## src/sird_pkg.sv

```systemverilog
// shared types, constants and tables for the radix digit converter
`timescale 1ns / 1ps

package sird_pkg;

  localparam int WORD_W  = 32;
  localparam int CHAR_W  = 8;
  localparam int LEN_W   = 5;
  localparam int SYM_W   = 64;
  localparam int IDX_W   = 2;
  localparam int DIG_W   = 4;
  localparam int NSYM    = 16;
  localparam int NDIG    = 32;
  localparam int NDIG_W  = 5;
  localparam int CNT_W   = 6;
  localparam int MAX_BASE = 16;

  // register indexes
  localparam logic [IDX_W-1:0] REG_BASE_LENGTH  = 2'd0;
  localparam logic [IDX_W-1:0] REG_SYMBOLS_LOW  = 2'd1;
  localparam logic [IDX_W-1:0] REG_SYMBOLS_HIGH = 2'd2;

  // reset values of the registers
  localparam logic [LEN_W-1:0] BASE_LENGTH_RST  = 5'd10;
  localparam logic [SYM_W-1:0] SYMBOLS_LOW_RST  = 64'd3978425819141910832;
  localparam logic [SYM_W-1:0] SYMBOLS_HIGH_RST = 64'd17977;

  localparam logic [CHAR_W-1:0] CHAR_MINUS = 8'd45;
  localparam logic [CHAR_W-1:0] SYM_MIN    = 8'd48;

  // datapath commands
  typedef struct packed {
    logic load;
    logic mul;
    logic fix;
    logic emit_sign;
    logic emit_digit;
  } sird_cmd_t;

  // datapath status
  typedef struct packed {
    logic base_ok;
    logic div_done;
    logic neg;
    logic out_free;
    logic last_digit;
  } sird_sts_t;

  // floor(2^32 / d) for the supported radixes
  function automatic logic [WORD_W-1:0] recip(input logic [LEN_W-1:0] d);
    logic [WORD_W-1:0] r;
    unique case (d)
      5'd2:    r = 32'h8000_0000;
      5'd3:    r = 32'h5555_5555;
      5'd4:    r = 32'h4000_0000;
      5'd5:    r = 32'h3333_3333;
      5'd6:    r = 32'h2AAA_AAAA;
      5'd7:    r = 32'h2492_4924;
      5'd8:    r = 32'h2000_0000;
      5'd9:    r = 32'h1C71_C71C;
      5'd10:   r = 32'h1999_9999;
      5'd11:   r = 32'h1745_D174;
      5'd12:   r = 32'h1555_5555;
      5'd13:   r = 32'h13B1_3B13;
      5'd14:   r = 32'h1249_2492;
      5'd15:   r = 32'h1111_1111;
      5'd16:   r = 32'h1000_0000;
      default: r = '0;
    endcase
    return r;
  endfunction

endpackage

```

## src/sird_ctrl.sv

```systemverilog
// controller state machine for the radix digit converter
`timescale 1ns / 1ps

module sird_ctrl (
  input  logic                clk,
  input  logic                rst_n,
  input  logic                in_valid,
  output logic                in_ready,
  input  sird_pkg::sird_sts_t sts,
  output sird_pkg::sird_cmd_t cmd
);
  import sird_pkg::*;

  localparam logic [2:0] S_IDLE = 3'd0;
  localparam logic [2:0] S_MUL  = 3'd1;
  localparam logic [2:0] S_FIX  = 3'd2;
  localparam logic [2:0] S_SIGN = 3'd3;
  localparam logic [2:0] S_EMIT = 3'd4;

  logic [2:0] state_r;
  logic [2:0] state_nxt;

  assign in_ready = (state_r == S_IDLE);

  // next state and commands
  always_comb begin
    state_nxt = state_r;
    cmd       = '0;
    unique case (state_r)
      S_IDLE: begin
        // a word with an invalid symbol set is taken and dropped
        if (in_valid && sts.base_ok) begin
          cmd.load  = 1'b1;
          state_nxt = S_MUL;
        end
      end
      S_MUL: begin
        cmd.mul   = 1'b1;
        state_nxt = S_FIX;
      end
      S_FIX: begin
        cmd.fix = 1'b1;
        if (sts.div_done) begin
          state_nxt = sts.neg ? S_SIGN : S_EMIT;
        end else begin
          state_nxt = S_MUL;
        end
      end
      S_SIGN: begin
        if (sts.out_free) begin
          cmd.emit_sign = 1'b1;
          state_nxt     = S_EMIT;
        end
      end
      S_EMIT: begin
        if (sts.out_free) begin
          cmd.emit_digit = 1'b1;
          if (sts.last_digit) begin
            state_nxt = S_IDLE;
          end
        end
      end
      default: begin
        state_nxt = S_IDLE;
      end
    endcase
  end

  // state register
  always_ff @(posedge clk) begin
    if (!rst_n) begin
      state_r <= S_IDLE;
    end else begin
      state_r <= state_nxt;
    end
  end

endmodule

```

## src/sird_dp.sv

```systemverilog
// datapath: config registers, base check, reciprocal divider, digit buffer, output word
`timescale 1ns / 1ps

module sird_dp #(
  parameter int MAX_BASE = sird_pkg::MAX_BASE
) (
  input  logic                                clk,
  input  logic                                rst_n,
  input  logic                                cfg_we,
  input  logic [sird_pkg::IDX_W-1:0]          cfg_index,
  input  logic [sird_pkg::SYM_W-1:0]          cfg_wdata,
  input  logic signed [sird_pkg::WORD_W-1:0]  in_value,
  input  sird_pkg::sird_cmd_t                 cmd,
  output sird_pkg::sird_sts_t                 sts,
  output logic                                out_valid,
  input  logic                                out_ready,
  output logic [sird_pkg::CHAR_W-1:0]         out_character,
  output logic                                out_last
);
  import sird_pkg::*;

  logic [LEN_W-1:0]  len_r;
  logic [SYM_W-1:0]  sym_lo_r;
  logic [SYM_W-1:0]  sym_hi_r;
  logic [CHAR_W-1:0] sym [NSYM];
  logic              base_ok;

  logic [WORD_W-1:0] mag_r;
  logic [WORD_W-1:0] mag_nxt;
  logic [WORD_W-1:0] qe_r;
  logic              neg_r;
  logic [CNT_W-1:0]  nd_r;
  logic [DIG_W-1:0]  dig_r [NDIG];

  logic [2*WORD_W-1:0]   recip_prod;
  logic [WORD_W+LEN_W-1:0] back_prod;
  logic [WORD_W-1:0]     rem0;
  logic                  rem_ge;
  logic [WORD_W-1:0]     q_fix;
  logic [WORD_W-1:0]     rem_fix;
  logic [NDIG_W-1:0]     rd_idx;
  logic [CNT_W-1:0]      nd_dec;

  logic              out_valid_r;
  logic [CHAR_W-1:0] out_char_r;
  logic              out_last_r;

  // configuration registers
  always_ff @(posedge clk) begin
    if (!rst_n) begin
      len_r    <= BASE_LENGTH_RST;
      sym_lo_r <= SYMBOLS_LOW_RST;
      sym_hi_r <= SYMBOLS_HIGH_RST;
    end else if (cfg_we) begin
      if (cfg_index == REG_BASE_LENGTH) begin
        len_r <= cfg_wdata[LEN_W-1:0];
      end
      if (cfg_index == REG_SYMBOLS_LOW) begin
        sym_lo_r <= cfg_wdata;
      end
      if (cfg_index == REG_SYMBOLS_HIGH) begin
        sym_hi_r <= cfg_wdata;
      end
    end
  end

  // symbol table as bytes
  always_comb begin
    for (int i = 0; i < NSYM / 2; i++) begin
      sym[i]            = sym_lo_r[i*CHAR_W +: CHAR_W];
      sym[i + NSYM / 2] = sym_hi_r[i*CHAR_W +: CHAR_W];
    end
  end

  // symbol set check: length, range of each symbol, no repeats
  always_comb begin
    base_ok = (len_r >= LEN_W'(2)) && (len_r <= LEN_W'(MAX_BASE));
    for (int i = 0; i < NSYM; i++) begin
      if (LEN_W'(i) < len_r) begin
        if (sym[i] < SYM_MIN || sym[i][CHAR_W-1]) begin
          base_ok = 1'b0;
        end
        for (int j = i + 1; j < NSYM; j++) begin
          if (LEN_W'(j) < len_r && sym[i] == sym[j]) begin
            base_ok = 1'b0;
          end
        end
      end
    end
  end

  // estimate quotient by reciprocal, then one correction step
  assign recip_prod = {{WORD_W{1'b0}}, mag_r} * {{WORD_W{1'b0}}, recip(len_r)};
  assign back_prod  = (WORD_W + LEN_W)'(qe_r) * (WORD_W + LEN_W)'(len_r);
  assign rem0       = mag_r - back_prod[WORD_W-1:0];
  assign rem_ge     = (rem0 >= WORD_W'(len_r));
  assign q_fix      = rem_ge ? (qe_r + WORD_W'(1)) : qe_r;
  assign rem_fix    = rem_ge ? (rem0 - WORD_W'(len_r)) : rem0;

  // magnitude of the input word
  assign mag_nxt = in_value[WORD_W-1] ? (WORD_W'(0) - WORD_W'(in_value)) : WORD_W'(in_value);

  assign nd_dec = nd_r - CNT_W'(1);
  assign rd_idx = nd_dec[NDIG_W-1:0];

  // divider and digit buffer
  always_ff @(posedge clk) begin
    if (cmd.load) begin
      mag_r <= mag_nxt;
      neg_r <= in_value[WORD_W-1];
    end
    if (cmd.mul) begin
      qe_r <= recip_prod[2*WORD_W-1:WORD_W];
    end
    if (cmd.fix) begin
      mag_r <= q_fix;
      dig_r[nd_r[NDIG_W-1:0]] <= rem_fix[DIG_W-1:0];
    end
  end

  // digit count
  always_ff @(posedge clk) begin
    if (!rst_n) begin
      nd_r <= '0;
    end else if (cmd.load) begin
      nd_r <= '0;
    end else if (cmd.fix) begin
      nd_r <= nd_r + CNT_W'(1);
    end else if (cmd.emit_digit) begin
      nd_r <= nd_dec;
    end
  end

  // output word register
  always_ff @(posedge clk) begin
    if (!rst_n) begin
      out_valid_r <= 1'b0;
    end else if (cmd.emit_sign || cmd.emit_digit) begin
      out_valid_r <= 1'b1;
    end else if (out_ready) begin
      out_valid_r <= 1'b0;
    end
  end

  always_ff @(posedge clk) begin
    if (cmd.emit_sign) begin
      out_char_r <= CHAR_MINUS;
      out_last_r <= 1'b0;
    end else if (cmd.emit_digit) begin
      out_char_r <= sym[dig_r[rd_idx]];
      out_last_r <= (nd_r == CNT_W'(1));
    end
  end

  assign out_valid     = out_valid_r;
  assign out_character = out_char_r;
  assign out_last      = out_last_r;

  // status to the controller
  assign sts.base_ok    = base_ok;
  assign sts.div_done   = (q_fix == '0) || (nd_r == CNT_W'(NDIG - 1));
  assign sts.neg        = neg_r;
  assign sts.out_free   = !out_valid_r || out_ready;
  assign sts.last_digit = (nd_r == CNT_W'(1));

endmodule

```

## src/signed_integer_to_radix_digits_top.sv

```systemverilog
// Signed integer to radix text converter, one character word per output handshake.
// For each digit the reciprocal divider multiplies and then corrects; the words are emitted
// once all digits are done, with a minus sign first for a negative value.
// A new item is taken only once the last word of the one before is in the output register;
// a word that comes with an invalid symbol set is taken and dropped.
// Synchronous active-low reset restores radix 10 and the default symbols.
`timescale 1ns / 1ps

module signed_integer_to_radix_digits_top #(
  parameter int MAX_BASE = sird_pkg::MAX_BASE
) (
  input  logic                                clk,
  input  logic                                rst_n,
  input  logic                                in_valid,
  output logic                                in_ready,
  input  logic signed [sird_pkg::WORD_W-1:0]  in_value,
  output logic                                out_valid,
  input  logic                                out_ready,
  output logic [sird_pkg::CHAR_W-1:0]         out_character,
  output logic                                out_last,
  input  logic                                cfg_we,
  input  logic [sird_pkg::IDX_W-1:0]          cfg_index,
  input  logic [sird_pkg::SYM_W-1:0]          cfg_wdata
);
  import sird_pkg::*;

  sird_cmd_t cmd;
  sird_sts_t sts;

  // controller
  sird_ctrl u_ctrl (
    .clk      (clk),
    .rst_n    (rst_n),
    .in_valid (in_valid),
    .in_ready (in_ready),
    .sts      (sts),
    .cmd      (cmd)
  );

  // datapath
  sird_dp #(
    .MAX_BASE (MAX_BASE)
  ) u_dp (
    .clk           (clk),
    .rst_n         (rst_n),
    .cfg_we        (cfg_we),
    .cfg_index     (cfg_index),
    .cfg_wdata     (cfg_wdata),
    .in_value      (in_value),
    .cmd           (cmd),
    .sts           (sts),
    .out_valid     (out_valid),
    .out_ready     (out_ready),
    .out_character (out_character),
    .out_last      (out_last)
  );

endmodule

```

## config.mk

```make
export PLATFORM = sky130hd
export DESIGN_NAME = signed_integer_to_radix_digits_top
export DESIGN_NICKNAME = d
export VERILOG_FILES = /design/src/sird_pkg.sv /design/src/sird_ctrl.sv /design/src/sird_dp.sv /design/src/signed_integer_to_radix_digits_top.sv
export SDC_FILE = /design/constraint.sdc
export NUM_CORES = 2
export LEC_CHECK = 0
export ABC_CLOCK_PERIOD_IN_PS = 8100
export CORE_UTILIZATION = 61
export CTS_CLUSTER_SIZE = 24
export DETAILED_ROUTE_END_ITERATION = 10
export DONT_BUFFER_PORTS = 1
export GPL_TIMING_DRIVEN = 1
export PLACE_DENSITY = 0.77
export SKIP_CTS_REPAIR_TIMING = 1
export SYNTH_ARGS = -nofsm -noshare
export SYNTH_HDL_FRONTEND = slang
export SYNTH_HIERARCHICAL = 1
export SYNTH_SLANG_ARGS = --single-unit
```

## constraint.sdc

```tcl
create_clock -name clk -period 8.1 [get_ports clk]
set_input_delay 0.81 -clock clk [delete_from_list [all_inputs] [get_ports clk]]
set_output_delay 0.81 -clock clk [all_outputs]
set_load 0.01 [all_outputs]
```

Word-level counts from Yosys, hierarchy flattened
Memories as Yosys holds them, arrays and structs flattened. A register that Yosys moved wholly into a read port is not among the register bits.
Index checks and enable logic that the tools add are counted.
{ "totals": {"out_inout_bits": 11, "ff_bits": 217, "latch_bits": 0, "word_cells": 526, "romBits": 1024, "in_bits": 103, "mem_bits_rw": 128, "mem_count": 2} }
{ "op_classes": {"n_lt_le_gt_ge": 36, "n_div": 0, "n_eq_ne": 132, "n_reduce_logical": 153, "shifts": 0, "multipliers": 2, "addsub": 6, "n_bitwise": 2, "n_mux": 182} }
{ "mem_list": {"columns": ["memory", "words", "width", "read_ports", "rd_clocked_by_memory_dff", "write_ports", "line", "text"], "rows": [
  ["(no name shown)", 32, 32, 1, 1, 0, "sird_pkg.sv:52", "unique case (d)"],
  ["u_dp.dig_r", 32, 4, 1, 0, 1, "sird_dp.sv:33", "logic [DIG_W-1:0] dig_r [NDIG];"]
]} }
{ "op_table": {"columns": ["op", "count"], "rows": [
  ["equality test 8 bit", 120],
  ["2-to-1 mux 1 bit", 163],
  ["less-than comparator 8 x 6 -> 1 bit, second input constant", 16],
  ["2-to-1 mux 32 bit", 4],
  ["logical AND 1 bit", 122],
  ["multiplier 32 x 32 -> 64 bit", 1],
  ["less-than comparator 4 x 5 -> 1 bit, first input constant", 8],
  ["adder 32 x 1 -> 32 bit, second input constant", 1],
  ["binary-select mux 8 bit (select 4 bit)", 1],
  ["greater-or-equal comparator 32 x 5 -> 1 bit", 1],
  ["logical NOT 32 bit", 1],
  ["multiplier 32 x 5 -> 32 bit", 1],
  ["subtractor 1 x 32 -> 32 bit, first input constant", 1],
  ["subtractor 32 bit", 1],
  ["less-than comparator 3 x 5 -> 1 bit, first input constant", 4],
  ["logical OR 1 bit", 19],
  ["2-to-1 mux 3 bit", 6],
  ["2-to-1 mux 8 bit", 2],
  ["one-hot mux 3 bit (5 select lines)", 1],
  ["2-to-1 mux 6 bit", 2],
  ["less-than comparator 1 x 5 -> 1 bit, first input constant", 2],
  ["less-than comparator 2 x 5 -> 1 bit, first input constant", 2],
  ["2-to-1 mux 5 bit", 2],
  ["adder 6 x 1 -> 6 bit, second input constant", 1],
  ["24 further kinds", 31]
]} }

Logic depth before layout (Yosys ltp)
{ "logic_depth": {"depth_word": 159, "ltp_mapped": 34, "depth_no_buf": 32} }

Cells and area by module
The synthesis kept the hierarchy.
{ "by_module_without_submodules": {"columns": ["mod", "area_each_um2", "n_inst", "seq_area_each_um2", "cells_each"], "rows": [
  ["sird_dp", 65370.2, 1, 9218.8, 7281],
  ["sird_ctrl", 281.5, 1, 60.1, 35]
]} }

Worst setup path after synthesis
OpenSTA, ideal clock, no wires.
{ "synth_path": {"kind": "reg-to-reg", "from": "register u_dp.mag_r[23]", "to": "register u_dp.qe_r[29] (data pin)", "synth_period_minus_slack_ps": 7825, "arrival_ps": 7563, "t_required_ps": 7838, "path_buffers": 1, "slack_ps": 275, "stages_incl_launch_ff": 31, "setup_ps": 262, "cell_sequence": "edfxtp_1 > clkbuf_1 > and2_1 > fa_1 > fa_1 > inv_1 > fa_1 > inv_1 > fa_1 > fa_1 > inv_1 > fa_1 > inv_1 > fa_1 > inv_1 > fa_1 > inv_1 > ha_1 > a21o_1 > a21o_1 > a21oi_1 > o21a_1 > nor2_1 > a211oi_1 > a21oi_1 > o31ai_1 > a21boi_0 > o21a_1 > nor3_1 > o21bai_1 > xor2_1"} }
{ "synth_via": {"elab_chain_cells": 1} }
{ "synth_lines": {"columns": ["item", "line", "text"], "rows": [
  ["from (decl)", "sird_dp.sv:28", "logic [WORD_W-1:0] mag_r;"],
  ["from (signal assigned)", "sird_dp.sv:109", "mag_r <= mag_nxt;"],
  ["from (signal assigned)", "sird_dp.sv:116", "mag_r <= q_fix;"],
  ["multiplier 32 x 32 -> 64 bit", "sird_dp.sv:93", "assign recip_prod = {{WORD_W{1'b0}}, mag_r} * {{WORD_W{1'b0}}, recip(len_r)};"],
  ["net u_dp.recip_prod[61]", "sird_dp.sv:35", "logic [2*WORD_W-1:0] recip_prod;"],
  ["to (signal assigned)", "sird_dp.sv:113", "qe_r <= recip_prod[2*WORD_W-1:WORD_W];"],
  ["to (decl)", "sird_dp.sv:30", "logic [WORD_W-1:0] qe_r;"]
]} }
The timed path passes the listed nets, and every way through them passes these cells.
A chain may end at the register's enable or synchronous reset.

Worst setup path in the final report
{ "layout_path": {"from": "register u_dp.mag_r[19]", "to": "register u_dp.qe_r[29] (data pin)"} }
Same word-level chain as after synthesis.

==> flow_summary.json <==
{
  "status": "finished with violations",
  "violations": "setup timing",
  "cts.clk_slew.worst_paths_ns": 0.06,
  "synth-seq-cells": 367,
  "slowest_delay_ns": 0.56,
  "fillers": 8215,
  "setup_ws_ns": -0.0683,
  "worstSetupStartpointType": "flip-flop",
  "placedCellCount": 8804,
  "die_area_mm2": 0.109,
  "synth_top_area_share_pct": 30.7,
  "dr_total_vias": 55000,
  "hold_viol_final": 0,
  "totalNegativeSetupSlack_ns": -0.211,
  "row_count": 119,
  "arrival_ns": 8.54,
  "relSlewSlack_pct": 8.25,
  "multi_input_area_mm2": 0.0503,
  "crit_buf_inv": 10,
  "ys_warn_count": 6,
  "cts_sinks": 367,
  "yosysSeqAreaShare_pct": 14.1,
  "worstSetupEndpointType": "flip-flop",
  "grt_pass1_vias": 57300,
  "yosys.area.top_type": "fa_1",
  "cp_max_fo": 6,
  "start_util_pct": 61.9,
  "netlist_area_mm2": 0.0657,
  "grt_usage_pct": 42.8,
  "worst_pin_slew_ns": 1.37,
  "slowest_stage": "fa_1",
  "fin_nets": 8907,
  "critPathKind": "reg -> reg",
  "fp.coreArea_mm2": 0.106,
  "synthTopCellsByArea": "fa_1 (31%), xnor2_1 (9.9%), edfxtp_1 (8.8%)",
  "post-place-ws_ns": -0.538,
  "firstDrtPassIters": 9,
  "grt_pass1_wl_um": 347000,
  "synth_fp_nets": 8736,
  "viasPerCell": 6.17,
  "yosysUniqueCellTypes": 89,
  "fmax_mhz": 122,
  "drc": 0,
  "cts.root.buffer_cell": "clkbuf_16",
  "io_buffers": 0,
  "initialDrtViolationCount": 6870,
  "drt-total-wl_um": 229000,
  "seqCellArea_mm2": 0.00929,
  "stdcell_count": 8916,
  "cpMostUsedCell": "fa_1",
  "grt_overflow_total": 0,
  "clock_path_buffers": 3,
  "hp-class": "in -> reg",
  "hpwl_um": 172000,
  "cts_buffers": 45,
  "grt_setup_unrepaired": "true",
  "htree_levels": 2,
  "period_share_pct": 101,
  "synth_most_common_cell": "inv_1",
  "setup_viol": 5,
  "final_layout_size_suffix_gt1_share_pct": 12.2,
  "synthFlopType": "edfxtp_1",
  "async_flop_share_pct": 0,
  "antenna_found_initial": 6,
  "die_w_um": 330,
  "critPathRequiredTime_ns": 8.47,
  "io_pins": 114,
  "place.gp.congestion": 1.06,
  "slew_violations": 0,
  "clk_latency_ns": 0.64,
  "die_y_um": 330,
  "synth-edff-count": 193,
  "wl_per_cell_um": 25.7,
  "timing.final.crit_period_ns": 8.17,
  "skew_ns": 0.0418,
  "synth_cells": 7316,
  "cp_top_family": "adder cells",
  "cap_violations": 0,
  "synth_top_cells_by_count": "inv_1 (1,123), fa_1 (1,007), nand2_1 (795)",
  "grt_max_degree": 143,
  "area_delta_synth_final_pct": 11.2,
  "ant_nets": 0,
  "avgSynthCellArea_um2": 8.97,
  "cts_tree": "done"
}
==> sequential cells by signal, indices dropped and copies added (netlist names), named ones only <==
signal and cells:
u_dp/len_r 5, u_dp/dig_r 128, u_dp/sym_lo_r 64, u_ctrl/state_r 3, u_dp/nd_r 6, u_dp/out_last 1
u_dp/neg_r 1, u_dp/out_character 8, u_dp/qe_r 32, u_dp/mag_r 32, u_dp/out_valid 1, u_dp/sym_hi_r 64
==> cells in the final DEF (no fill, tap or decap), types with 165 or more instances in the layout <==
| cell type | count |
|---|---|
| edfxtp_1 | 193 |
| nand2_1 | 794 |
| fa_1 | 991 |
| xor2_1 | 336 |
| buf_4 | 632 |
| ha_1 | 307 |
| and2_1 | 441 |
| nand4_1 | 188 |
| inv_1 | 1120 |
| dfxtp_1 | 165 |
| a21oi_1 | 174 |
| xnor2_1 | 743 |
==> worst paths after layout <==
| path | start | to | slack [ns] | cells after the start |
|---|---|---|---|---|
| worst max-delay path | u_dp/mag_r[19] | u_dp/qe_r[29] | -0.07 | 29 |
| worst min-delay path | in_value[31] | u_dp/neg_r | 0.29 | 0 |
| worst max register to register | u_dp/mag_r[19] | u_dp/qe_r[29] | -0.07 | 29 |
| worst min register to register | u_dp/sym_hi_r[28] | u_dp/sym_hi_r[28] | 0.46 | 2 |
==> per-stage QoR <==
| step | hold slack (ns) | cell area [um^2] | util, % |
|---|---|---|---|
| 3_5_place_dp | 0.460 | 70800 | 66.8 |
| 3_3_place_gp | 0.450 | 70800 | 66.8 |
| 5_1_grt | 0.273 | 73000 | 68.9 |
| 6_report | 0.291 | 73000 | 68.9 |
| 2_1_floorplan | 0.507 | 65700 | - |
| 4_1_cts | 0.270 | 72500 | 68.4 |
==> worst register-to-register path: cells and delay by family (launching register included) <==
family | cells | cell delay [ns]
DFF | 1 | 0.55
and+or+nand+nor | 2 | 0.35
xor gates and xnor gates | 1 | 0.16
adders and majority gates | 9 | 4.39
buffers and inverters | 10 | 1.04
AOI/OAI and AO/OA | 7 | 1.40
==> per-layer routing <==
layer	up-vias	track usage, %	part of all wire (%)
met1	26700	53.6	35
met2	3848	64.7	44
li1	23300	-	-
met5	-	0	0.013
met3	1086	14.2	14
met4	4	24.7	7.2
==> layout make-up <==
| cell class | count | area share, % |
|---|---|---|
| Clock inverter | 27 | 0.672 |
| Clock buffer | 57 | 1.69 |
| Multi-Input combinational cell | 5261 | 68.8 |
| Antenna cell | 1 | 0.00343 |
| Inverter | 1125 | 5.78 |
| Tap cell | 1391 | 2.38 |
| Timing Repair Buffer | 687 | 7.92 |
| Sequential cell | 367 | 12.7 |
==> logic make-up (layout without fill, tap and decap cells) <==
| kind of cell | after synthesis | in the layout | synth area share [%] |
|---|---|---|---|
| AND/OR/NAND/NOR | 2086 | 2086 | 16.0 |
| buffers and inverters | 1688 | 1896 | 9.75 |
| adder cells (fa/ha/maj) | 1317 | 1317 | 36.6 |
| XOR/XNOR | 1080 | 1080 | 14.4 |
| AO/OA/AOI/OAI | 673 | 673 | 6.86 |
| flip-flops | 367 | 367 | 14.1 |
| multiplexers | 105 | 105 | 2.25 |
| other | 0 | 1 | 0 |
Power is not shown: default switching activity piles up to over one toggle a cycle in this logic, so the estimate is an artifact.
